==> src/rtl/ggpc_pkg.sv <==
// Shared types, widths and constants for the go-to-goal position controller.
// No dependencies; imported by every module of the block.
package ggpc_pkg;

    // Defaults of the top-level parameters
    localparam int CORDIC_STAGES_DEF = 16;
    localparam int COORD_WIDTH_DEF   = 16;

    // Fixed field widths
    localparam int HEAD_W     = 16;
    localparam int GAIN_W     = 12;
    localparam int THR_W      = 16;
    localparam int SPEED_W    = 20;
    localparam int TURN_W     = 20;
    localparam int CFG_IDX_W  = 2;
    localparam int CFG_DATA_W = 16;

    // Internal formats
    localparam int GUARD_BITS = 4;
    localparam int ANGLE_W    = 20;   // Q16 radians, signed
    localparam int ERR_W      = 18;   // Q13 heading error, signed
    localparam int CORR_W     = 16;

    localparam logic signed [ANGLE_W-1:0] HALF_PI_Q16   = 20'sd102944;
    localparam logic [CORR_W-1:0]         GAIN_CORR_Q16 = 16'd39797;
    localparam int                        DIST_SHIFT    = 16 + GUARD_BITS;

    localparam logic [GAIN_W-1:0] SPEED_GAIN_RST     = 12'd128;
    localparam logic [GAIN_W-1:0] HEADING_GAIN_RST   = 12'd1024;
    localparam logic [THR_W-1:0]  TURN_THRESHOLD_RST = 16'd12868;

    localparam logic [SPEED_W-1:0] SPEED_MAX = 20'hFFFFF;
    localparam int                 TURN_MAX  = 524287;
    localparam int                 TURN_MIN  = -524288;

    // Register indexes on the configuration port
    localparam logic [CFG_IDX_W-1:0] CFG_SPEED_GAIN     = 2'd0;
    localparam logic [CFG_IDX_W-1:0] CFG_HEADING_GAIN   = 2'd1;
    localparam logic [CFG_IDX_W-1:0] CFG_TURN_THRESHOLD = 2'd2;

    // One result item
    typedef struct packed {
        logic [SPEED_W-1:0]        speed;
        logic signed [TURN_W-1:0]  turn;
        logic                      spin;
    } result_t;

    // round(atan(2^-i) * 65536)
    function automatic logic signed [ANGLE_W-1:0] atan_q16(input int idx);
        logic signed [ANGLE_W-1:0] a;
        unique case (idx)
            0:       a = 20'sd51472;
            1:       a = 20'sd30386;
            2:       a = 20'sd16055;
            3:       a = 20'sd8150;
            4:       a = 20'sd4091;
            5:       a = 20'sd2047;
            6:       a = 20'sd1024;
            7:       a = 20'sd512;
            8:       a = 20'sd256;
            9:       a = 20'sd128;
            10:      a = 20'sd64;
            11:      a = 20'sd32;
            12:      a = 20'sd16;
            13:      a = 20'sd8;
            14:      a = 20'sd4;
            15:      a = 20'sd2;
            16:      a = 20'sd1;
            default: a = '0;
        endcase
        return a;
    endfunction

endpackage

==> src/rtl/ggpc_post.sv <==
// Back end: gain correction, heading error, gain products and saturation.
// Two register stages; the saturated result leaves combinationally. Uses ggpc_pkg.
module ggpc_post #(
    parameter int XW = ggpc_pkg::COORD_WIDTH_DEF + 8
) (
    input  logic                                clk,
    input  logic                                rst_n,
    input  logic                                en,
    input  logic                                valid_in,
    input  logic signed [XW-1:0]                x_in,
    input  logic signed [ggpc_pkg::ANGLE_W-1:0] z_in,
    input  logic                                zero_in,
    input  logic signed [ggpc_pkg::HEAD_W-1:0]  hd_in,
    input  logic [ggpc_pkg::GAIN_W-1:0]         speed_gain,
    input  logic [ggpc_pkg::GAIN_W-1:0]         heading_gain,
    input  logic [ggpc_pkg::THR_W-1:0]          turn_threshold,
    output logic                                valid_out,
    output ggpc_pkg::result_t                   result
);
    import ggpc_pkg::*;

    localparam int PW = XW + CORR_W;     // corrected magnitude product
    localparam int DW = PW - DIST_SHIFT; // distance
    localparam int SW = DW + GAIN_W;     // speed product
    localparam int TW = ERR_W + GAIN_W + 1;

    // stage A
    logic [PW-1:0]             prod_a;
    logic signed [ANGLE_W-1:0] bear_a;
    logic signed [ERR_W-1:0]   err_a;
    logic                      va_reg;
    logic [DW-1:0]             dist_reg;
    logic signed [ERR_W-1:0]   err_reg;

    // stage B
    logic [ERR_W-1:0]          mag_b;
    logic                      vb_reg;
    logic [SW-1:0]             sprod_reg;
    logic signed [TW-1:0]      tprod_reg;
    logic                      spin_reg;

    // tail
    logic [SW-1:0]             speed_sh;
    logic signed [TW-1:0]      turn_sh;

    // x stays nonnegative through the rotations
    assign prod_a = PW'($unsigned(x_in)) * PW'(GAIN_CORR_Q16)
                  + (PW'(1) << (DIST_SHIFT - 1));
    assign bear_a = zero_in ? ANGLE_W'(0) : ((z_in + ANGLE_W'(4)) >>> 3);
    assign err_a  = ERR_W'(bear_a) - ERR_W'(hd_in);

    always_ff @(posedge clk or negedge rst_n)
    begin
        if (!rst_n)
        begin
            va_reg <= 1'b0;
            vb_reg <= 1'b0;
        end
        else if (en)
        begin
            va_reg <= valid_in;
            vb_reg <= va_reg;
        end
    end

    assign mag_b = err_reg[ERR_W-1] ? $unsigned(-err_reg) : $unsigned(err_reg);

    always_ff @(posedge clk)
    begin
        if (en)
        begin
            dist_reg  <= zero_in ? '0 : prod_a[PW-1:DIST_SHIFT];
            err_reg   <= err_a;
            sprod_reg <= SW'(dist_reg) * SW'(speed_gain);
            tprod_reg <= TW'(err_reg) * $signed({1'b0, heading_gain});
            spin_reg  <= mag_b > ERR_W'(turn_threshold);
        end
    end

    assign speed_sh = sprod_reg >> 8;
    assign turn_sh  = tprod_reg >>> 8;

    always_comb
    begin
        if (spin_reg)
            result.speed = '0;
        else if (speed_sh > SW'(SPEED_MAX))
            result.speed = SPEED_MAX;
        else
            result.speed = speed_sh[SPEED_W-1:0];

        if (turn_sh > TW'(TURN_MAX))
            result.turn = TURN_W'(TURN_MAX);
        else if (turn_sh < TW'(TURN_MIN))
            result.turn = TURN_W'(TURN_MIN);
        else
            result.turn = turn_sh[TURN_W-1:0];

        result.spin = spin_reg;
    end

    assign valid_out = vb_reg;

endmodule

==> config.mk <==
export PLATFORM = sky130hd
export DESIGN_NAME = ggpc_post
export DESIGN_NICKNAME = d
export VERILOG_FILES = /design/src/rtl/ggpc_pkg.sv /design/src/rtl/ggpc_post.sv
export SDC_FILE = /design/constraint.sdc
export NUM_CORES = 2
export LEC_CHECK = 0
export BUFFER_PORTS_ARGS = -buffer_cell sky130_fd_sc_hd__buf_2
export CORE_ASPECT_RATIO = 0.7
export CORE_MARGIN = 1.5
export CORE_UTILIZATION = 49
export DETAILED_ROUTE_END_ITERATION = 10
export PLACE_DENSITY = 0.74
export RECOVER_POWER = 100
export SETUP_SLACK_MARGIN = 0.05
export SLEW_MARGIN = 20
export SYNTH_ARGS = -nofsm -noshare
export SYNTH_HDL_FRONTEND = slang
export SYNTH_SLANG_ARGS = --single-unit
==> constraint.sdc <==
create_clock -name clk -period 9.6 [get_ports clk]
set_input_delay 0.48 -clock clk [delete_from_list [all_inputs] [get_ports clk]]
set_output_delay 0.48 -clock clk [all_outputs]
set_load 0.02 [all_outputs]
==> key figures <==
Final layout
  – Ant. Diodes: 0
  – Post-Layout Cell Count: 3,726
  – Fin area: between 20,000 and 30,000 um2
  – Synthesis-to-layout area growth: 5.58%
  – Max reg flops: 24
  – Most frequent cells in the layout: inv_1 (755), fa_1 (538), nand2_1 (334)
  – Layout cell share with drive strength beyond 1: 4.21%
  – Nets: 3,965
  – Commonest non-fill, non-tap cell in the layout: inv_1

Synth
  – Cell variety after synth: 68
  – Synth Cell Area: 27,000 um2
  – Yosys reg bits: 88
  – Sequential share of the synthesized area: 9.75%
  – EDFF count, synth: 86
  – Syn Area/Cell: roughly 9.2 um2
  – Synth async-reset ratio: 2.27%
  – Ys flop type: edfxtp_1
  – Synthesized instance count: 2,930
  – YS warnings: 0
  – Syn nets: 3,904

Timing
  – Setup Skew: 0.0128 ns
  – Final Hold Fails: 0
  – Final setup viols: 0
  – Highest clock rate: 142 MHz
  – Minimum clock period: 7.05 ns
  – Slew Limit Fails: 116
  – Hold slack: 0.329 ns
  – Final worst path period share: 73.4%
  – Relative max-transition margin: -174%
  – Setup TNS: 0 ns
  – Unrepaired setup endpoints after global routing: false
  – Slew @ Worst Pin: 4.10 ns

Placed design
  – Detailed placement HPWL: a little over 50,000 um
  – Dpl cell area: roughly 28,000 um2
  – Post-placement cell count: approximately 3,700
  – Port bufs: 144
  – GPL Wtd Cong: 0.939

CTS
  – CTS tree: built
  – Worst skew pair latency: 0.39 ns
  – CTS sink cnt: between 80 and 90
  – Clk root buf: clkbuf_16
  – H-Tree Depth: 3
  – Clk buf depth: 2
  – Cts bufs inserted: 9
  – Post_cts resized: 0
  – Worst-path clk slew: 0.07 ns

Outcome
  – Outcome: complete, but fails checks
  – Failing checks: capacitance limit, slew limit

Floorplan
  – DIE AREA: about 57,000 um2
  – Initial core utilization: 49.9%
  – Die extent in y: 199 um
  – Site Rows: slightly above 70
  – Io pins: 147
  – Die Width: 284 um
  – Core area: 54,100 um2

Setup path
  – CP Launch Type: input pin
  – Maximum fanout along the worst path: 8
  – Worst setup EP type: flop
  – Worst Setup Path Type: input pin to flop
  – CP required: 9.74 ns
  – Arr. time, crit path: 7.19 ns

Global routing
  – Grt total ovfl: 0
  – Largest net degree at the start of global routing: 75
  – Antenna violations before repair: 0
  – Vias in the first global route: 18,900
  – Global-route wire length before repair: approximately 100,000 um
  – Total GRT Usage: 22.4%

Detailed routing
  – WL/cell: between 15 and 20 um
  – Final wirelength: 60,200 um
  – DR vias/cell: between 5 and 6
  – Detail Route Antenna Nets: 0
  – Drt drc: 0
  – Initial detailed-routing violation count: 1,207
  – Vias: 18,700
  – DR pass1 iterations: 5

Hold path
  – Min-delay worst type: input pin to flop

Flow run
  – Max_cap viols: 2
## synth_stat cells (37+ instances only)
cell | count | area (um2)
nor2_1 | 131 | 492
inv_1 | 755 | 2830
a21oi_1 | 58 | 290
fa_1 | 538 | 10800
nand2_1 | 334 | 1250
edfxtp_1 | 86 | 2580
xnor2_1 | 71 | 622
a21o_1 | 37 | 278
clkbuf_1 | 90 | 338
and2_1 | 162 | 1010
o21ai_0 | 48 | 240
ha_1 | 331 | 4140
o21a_1 | 38 | 285
## critical path, cell delays in order
cell and delay, ns:
clkbuf_1 0.41, inv_1 0.23, fa_1 0.54, fa_1 0.52, inv_1 0.07, fa_1 0.52
inv_1 0.06, fa_1 0.48, inv_1 0.06, fa_1 0.50, fa_1 0.49, ha_1 0.32
nand3_1 0.09, o22ai_1 0.07, a211oi_1 0.50, a2111o_1 0.26, nand3_1 0.13, a41oi_1 0.48
o21ai_0 0.30, a311oi_2 0.31, mux2_2 0.36
## final timing paths
| path | slack, ns | cells past startpoint | start | end |
|---|---|---|---|---|
| setup / recovery | 2.55 | 21 | x_in[6] | dist_reg[19] |
| hold / removal | 0.33 | 2 | valid_in | va_reg |
| setup reg to reg | 2.59 | 20 | err_reg[17] | tprod_reg[30] |
| hold reg to reg | 0.50 | 1 | va_reg | valid_out |
| max in group asynchronous | 9.07 | 2 | rst_n | va_reg |
| min in group asynchronous | 0.40 | 2 | rst_n | valid_out |
## through the flow
step	worst slack, ns	util [%]
2_1_floorplan	3.63	-
3_3_place_gp	2.99	52.3
3_5_place_dp	2.95	52.3
4_1_cts	3.34	52.9
5_1_grt	2.02	52.7
6_report	2.55	52.7
## metal layers
layer / global-route usage, % / share of wire, %
met1: 35.5 / 51
met2: 31.0 / 39
met3: 5.13 / 9.0
met4: 4.06 / 1.2
met5: 0 / 0
## repair_timing
item | in CTS | in global routing
setup buffers | 0 | 0
hold endpoints to repair | 2 | 0
hold buffers | 1 | 0
## cell families (layout without fill, tap and decap cells)
group / after synthesis / after routing / synth area share (%)
buffers and inverters: 853 / 919 / 11.9
AO/OA/AOI/OAI: 258 / 258 / 6.44
multiplexers: 5 / 5 / 0.208
adder cells (fa/ha/maj): 869 / 869 / 55.2
AND/OR/NAND/NOR: 751 / 751 / 13.0
XOR/XNOR: 106 / 106 / 3.44
flip-flops: 88 / 88 / 9.75
## cell type report
cell class | instances | area, um2
clock buffers | 9 | 225
clock inverters | 7 | 118
fillers | 4876 | 25600
inverters | 755 | 2830
multi-input cells | 1989 | 21100
flip-flops and latches | 88 | 2630
well taps | 730 | 913
repair buffers | 148 | 687
Power is not shown: default switching activity piles up to over one toggle a cycle in this logic, so the estimate is an artifact.
