--- config.mk ---
export PLATFORM = sky130hd
export DESIGN_NAME = ggpc_cordic
export DESIGN_NICKNAME = d
export VERILOG_FILES = /design/src/rtl/ggpc_pkg.sv /design/src/rtl/ggpc_cordic.sv
export SDC_FILE = /design/constraint.sdc
export NUM_CORES = 2
export LEC_CHECK = 0
export BUFFER_PORTS_ARGS = -buffer_cell sky130_fd_sc_hd__buf_2
export CAP_MARGIN = 20
export CORE_UTILIZATION = 28
export CTS_BUF_LIST = sky130_fd_sc_hd__clkbuf_8
export CTS_CLUSTER_DIAMETER = 120
export DETAILED_ROUTE_END_ITERATION = 7
export SLEW_MARGIN = 25
export SYNTH_ARGS = -nofsm -noshare
export SYNTH_HDL_FRONTEND = slang
export SYNTH_SLANG_ARGS = --single-unit
export TNS_END_PERCENT = 50
--- constraint.sdc ---
create_clock -name clk -period 4.42 [get_ports clk]
set_input_delay 0.221 -clock clk [delete_from_list [all_inputs] [get_ports clk]]
set_output_delay 0.221 -clock clk [all_outputs]
set_load 0.1 [all_outputs]
--- src/rtl/ggpc_pkg.sv ---
// Shared types, widths and constants for the go-to-goal position controller.
// No dependencies; imported by every module of the block.
package ggpc_pkg;

    // Defaults of the top-level parameters
    localparam int CORDIC_STAGES_DEF = 16;
    localparam int COORD_WIDTH_DEF   = 16;

    // Fixed field widths
    localparam int HEAD_W     = 16;
    localparam int GAIN_W     = 12;
    localparam int THR_W      = 16;
    localparam int SPEED_W    = 20;
    localparam int TURN_W     = 20;
    localparam int CFG_IDX_W  = 2;
    localparam int CFG_DATA_W = 16;

    // Internal formats
    localparam int GUARD_BITS = 4;
    localparam int ANGLE_W    = 20;   // Q16 radians, signed
    localparam int ERR_W      = 18;   // Q13 heading error, signed
    localparam int CORR_W     = 16;

    localparam logic signed [ANGLE_W-1:0] HALF_PI_Q16   = 20'sd102944;
    localparam logic [CORR_W-1:0]         GAIN_CORR_Q16 = 16'd39797;
    localparam int                        DIST_SHIFT    = 16 + GUARD_BITS;

    localparam logic [GAIN_W-1:0] SPEED_GAIN_RST     = 12'd128;
    localparam logic [GAIN_W-1:0] HEADING_GAIN_RST   = 12'd1024;
    localparam logic [THR_W-1:0]  TURN_THRESHOLD_RST = 16'd12868;

    localparam logic [SPEED_W-1:0] SPEED_MAX = 20'hFFFFF;
    localparam int                 TURN_MAX  = 524287;
    localparam int                 TURN_MIN  = -524288;

    // Register indexes on the configuration port
    localparam logic [CFG_IDX_W-1:0] CFG_SPEED_GAIN     = 2'd0;
    localparam logic [CFG_IDX_W-1:0] CFG_HEADING_GAIN   = 2'd1;
    localparam logic [CFG_IDX_W-1:0] CFG_TURN_THRESHOLD = 2'd2;

    // One result item
    typedef struct packed {
        logic [SPEED_W-1:0]        speed;
        logic signed [TURN_W-1:0]  turn;
        logic                      spin;
    } result_t;

    // round(atan(2^-i) * 65536)
    function automatic logic signed [ANGLE_W-1:0] atan_q16(input int idx);
        logic signed [ANGLE_W-1:0] a;
        unique case (idx)
            0:       a = 20'sd51472;
            1:       a = 20'sd30386;
            2:       a = 20'sd16055;
            3:       a = 20'sd8150;
            4:       a = 20'sd4091;
            5:       a = 20'sd2047;
            6:       a = 20'sd1024;
            7:       a = 20'sd512;
            8:       a = 20'sd256;
            9:       a = 20'sd128;
            10:      a = 20'sd64;
            11:      a = 20'sd32;
            12:      a = 20'sd16;
            13:      a = 20'sd8;
            14:      a = 20'sd4;
            15:      a = 20'sd2;
            16:      a = 20'sd1;
            default: a = '0;
        endcase
        return a;
    endfunction

endpackage

--- src/rtl/ggpc_cordic.sv ---
// Unrolled CORDIC vectoring pipeline, one register stage per iteration.
// Depends on ggpc_pkg (arctangent table, angle width).
module ggpc_cordic #(
    parameter int STAGES = ggpc_pkg::CORDIC_STAGES_DEF,
    parameter int XW     = ggpc_pkg::COORD_WIDTH_DEF + 8
) (
    input  logic                                clk,
    input  logic                                rst_n,
    input  logic                                en,
    input  logic                                valid_in,
    input  logic signed [XW-1:0]                x_in,
    input  logic signed [XW-1:0]                y_in,
    input  logic signed [ggpc_pkg::ANGLE_W-1:0] z_in,
    input  logic                                zero_in,
    input  logic signed [ggpc_pkg::HEAD_W-1:0]  hd_in,
    output logic                                valid_out,
    output logic signed [XW-1:0]                x_out,
    output logic signed [ggpc_pkg::ANGLE_W-1:0] z_out,
    output logic                                zero_out,
    output logic signed [ggpc_pkg::HEAD_W-1:0]  hd_out
);
    import ggpc_pkg::*;

    logic                      v_s  [0:STAGES];
    logic signed [XW-1:0]      x_s  [0:STAGES];
    logic signed [XW-1:0]      y_s  [0:STAGES];
    logic signed [ANGLE_W-1:0] z_s  [0:STAGES];
    logic                      zr_s [0:STAGES];
    logic signed [HEAD_W-1:0]  hd_s [0:STAGES];

    assign v_s[0]  = valid_in;
    assign x_s[0]  = x_in;
    assign y_s[0]  = y_in;
    assign z_s[0]  = z_in;
    assign zr_s[0] = zero_in;
    assign hd_s[0] = hd_in;

    for (genvar i = 0; i < STAGES; i++)
    begin : g_stage
        logic signed [XW-1:0]      xs, ys;
        logic signed [ANGLE_W-1:0] a;
        logic                      valid_reg;
        logic signed [XW-1:0]      x_reg, y_reg;
        logic signed [ANGLE_W-1:0] z_reg;
        logic                      zero_reg;
        logic signed [HEAD_W-1:0]  hd_reg;

        assign xs = x_s[i] >>> i;
        assign ys = y_s[i] >>> i;
        assign a  = atan_q16(i);

        always_ff @(posedge clk or negedge rst_n)
        begin
            if (!rst_n)
                valid_reg <= 1'b0;
            else if (en)
                valid_reg <= v_s[i];
        end

        // rotate toward y = 0
        always_ff @(posedge clk)
        begin
            if (en)
            begin
                if (!y_s[i][XW-1])
                begin
                    x_reg <= x_s[i] + ys;
                    y_reg <= y_s[i] - xs;
                    z_reg <= z_s[i] + a;
                end
                else
                begin
                    x_reg <= x_s[i] - ys;
                    y_reg <= y_s[i] + xs;
                    z_reg <= z_s[i] - a;
                end
                zero_reg <= zr_s[i];
                hd_reg   <= hd_s[i];
            end
        end

        assign v_s[i+1]  = valid_reg;
        assign x_s[i+1]  = x_reg;
        assign y_s[i+1]  = y_reg;
        assign z_s[i+1]  = z_reg;
        assign zr_s[i+1] = zero_reg;
        assign hd_s[i+1] = hd_reg;
    end

    assign valid_out = v_s[STAGES];
    assign x_out     = x_s[STAGES];
    assign z_out     = z_s[STAGES];
    assign zero_out  = zr_s[STAGES];
    assign hd_out    = hd_s[STAGES];

endmodule

==> results.yml <==
synth:
  syn-instance-count: 9372
  synth_nets: 10601
  yosysTopAreaCell: "edfxtp_1"
  ys_seq_area_share_pct: 41.6
  synthesis.area_mm2: 0.0963
  synth.distinct_cells: 89
  ys_ff_latch: 1336
  synthArstFlopShare_pct: 1.20
  synthTopCellsByCount: "edfxtp_1 (1320), ha_1 (1093), a21oi_1 (870), nor2_1 (870), xnor2_1 (809)"
  synth_area_leaders: "edfxtp_1 (41%), ha_1 (14%), xnor2_1 (7.4%)"
  avgSynthCellArea_um2: 10.3
  yosysMostFrequentCell: "edfxtp_1"
  synth_edf_count: 1320
  yosysWarnings: 0
  synth_top_cell_area_share_pct: 41.2
  synth_ff_type: "edfxtp_1"
sta:
  min_period_over_period_pct: 95.2
  setup_slack_ns: 0.213
  slew_viol_final: 0
  max_freq_mhz: 238
  finClkSkew_ns: 0.0697
  worst_pin_slew_ns: 0.981
  holdWs_ns: 0.0776
  period_minus_slack_ns: 4.21
  final-setup-viol-count: 0
  hold_viol: 0
  maxSlewHeadroom_pct: 34.6
clocking:
  clkTransAtPathRegs_ns: 0.06
  clkLatencyLatePin_ns: 0.99
  clockBufferDepth: 4
  cts_tree: "built"
  cts_num_sinks: 1336
  htree_levels: 4
  cts_made_buffers: 222
  clockRootBuffer: "clkbuf_8"
  postCtsSetupRepairBufs: 0
setup_path:
  cpPeakStageDelay_ns: 0.78
  worstPathRequired_ns: 5.16
  path_cells: "inv_1 > ha_1 > mux2_2 > ha_1 > a21oi_1 > o21ai_0 > a2111oi_0 > or2_2 > o21ai_0 > o41ai_1 > buf_4 > o22ai_1 > o31ai_1 > xnor2_1"
  crit_buf_inv: 2
  cp_top_family: "compound AO/OA/AOI/OAI gates"
  arrival_ns: 4.95
  critPathKind: "reg -> reg"
  critPathLaunchType: "flop"
  slowest_stage: "a2111oi_0"
  cp_max_fo: 6
  cp-end-kind: "flop"
final_layout:
  largest_reg_flops: 360
  final_net_count: 11151
  area_delta_synth_final_pct: 13.6
  layoutNonFillerInstCount: 14631
  layout-drive-gt1-share_pct: 7.66
drt:
  wl_um: 227000
  ant_nets: 0
  first_iter_violations: 4021
  drt_pre_antenna_iters: 5
  detail_route.wl_per_cell_um: 15.5
  post-route-drc-count: 0
  viasPerCell: 4.79
  num_vias: 70136
grt:
  grt_pass1_wl_um: 362000
  grt_pass1_vias: 68141
  track_usage_pct: 12.7
  grt_max_degree: 165
  antenna_found_initial: 9
  grt_overflow: 0
placed_design:
  hpwl_um: 179000
  dp_cells: 14118
  gp_congestion: 0.900
  place_ws_ns: 0.0938
  port_buffers: 150
flow_run:
  cap_violations: 0
floorplanning:
  ios: 151
  core-area_mm2: 0.341
  die_area_mm2: 0.346
  start_util_pct: 28.2
  die_h_um: 588
  die_w_um: 588
  num_rows: 214
outcome:
  outcome: "finished clean"
hold_path:
  hold_path_class: "in -> reg"
==> routing by layer <==
metal | wire length [um] | GRT usage [%] | share of wire, % | vias up
met5 | 0 | 0 | 0 | -
met4 | 8250 | 4.59 | 3.6 | 0
met3 | 8350 | 1.66 | 3.7 | 423
met2 | 109000 | 22.3 | 48 | 1280
met1 | 102000 | 15.9 | 45 | 32615
li1 | - | - | - | 35818
==> kinds of logic after synthesis <==
kind of cell / after synthesis / share of synthesized area [%]
compound gates: 2503 / 16.6
xor+xnor: 1207 / 11.0
fa+ha+maj: 1140 / 15.2
buf+inv: 642 / 2.51
flops: 1336 / 41.6
mux: 76 / 0.850
simple gates: 2468 / 12.3
==> layout make-up <==
class                   instances  area, um2
fillers                     34930     232000
multi-input cells            7394      53900
flip-flops and latches       1336      40000
well taps                    4536       5680
repair buffers                466       3640
clock buffers                 225       3100
inverters                     502       1880
clock inverters               167       1070
diodes                          5       12.5
==> worst paths after layout <==
check	startpoint	to	slack (ns)	cells after the start
max	g_stage[11].x_reg[12]$_DFFE_PP_	g_stage[12].y_reg[21]$_DFFE_PP_	0.21	14
min	y_in[23]	g_stage[0].z_reg[8]$_DFFE_PP_	0.08	6
max in group asynchronous	rst_n	g_stage[8].valid_reg$_DFFE_PN0P_	3.59	3
min in group asynchronous	rst_n	valid_out$_DFFE_PN0P_	0.40	3
max reg2reg	g_stage[11].x_reg[12]$_DFFE_PP_	g_stage[12].y_reg[21]$_DFFE_PP_	0.21	14
min reg2reg	g_stage[1].hd_reg[15]$_DFFE_PP_	g_stage[2].hd_reg[15]$_DFFE_PP_	0.38	0
==> worst reg2reg max path: stages, from the launching register on <==
cell and delay, ns:
edfxtp_1 0.50, inv_1 0.08, ha_1 0.29, mux2_2 0.28, ha_1 0.28, a21oi_1 0.18, o21ai_0 0.16, a2111oi_0 0.78
or2_2 0.28, o21ai_0 0.14, o41ai_1 0.35, buf_4 0.19, o22ai_1 0.10, o31ai_1 0.28, xnor2_1 0.09
==> metrics by stage <==
step,instance area (um2),TNS (ns),utilization (%)
final,109000,0,32.1
after global routing,109000,-0.0369,32.1
after CTS,109000,0,32.0
after detailed placement,104000,0,30.5
after global placement,104000,0,30.5
after floorplan,96300,0,-
==> repair_timing <==
item                                    in CTS  in global routing
endpoints found under the setup margin       0                 24
gates resized for setup                      0                 25
hold buffers                               116                  0
endpoints found under the hold margin      438                  0
==> cell usage in the layout, fill, tap and decap left out, types with 48 or more instances in the layout <==
master         count
a211oi_1          75
a21boi_0          49
a21o_1           310
a21oi_1          870
a31oi_1           96
and2_1            52
and3_1           111
buf_2            149
buf_4            183
clkbuf_8         225
clkinv_1          61
dlygate4sd3_1    116
edfxtp_1        1320
ha_1            1093
inv_1            545
nand2_1          458
nand2b_1         111
nand3_1          134
nand4_1           59
nor2_1           869
nor2b_1          129
nor3_1           258
nor4_1            71
o211ai_1          51
o21a_1           117
o21ai_0          403
o21bai_1         120
o31ai_1           48
or3_1             66
xnor2_1          809
xor2_1           398
Power is left out: the tool's default activity adds up to more than one toggle a clock period on the data nets, which glitch-free logic cannot reach.
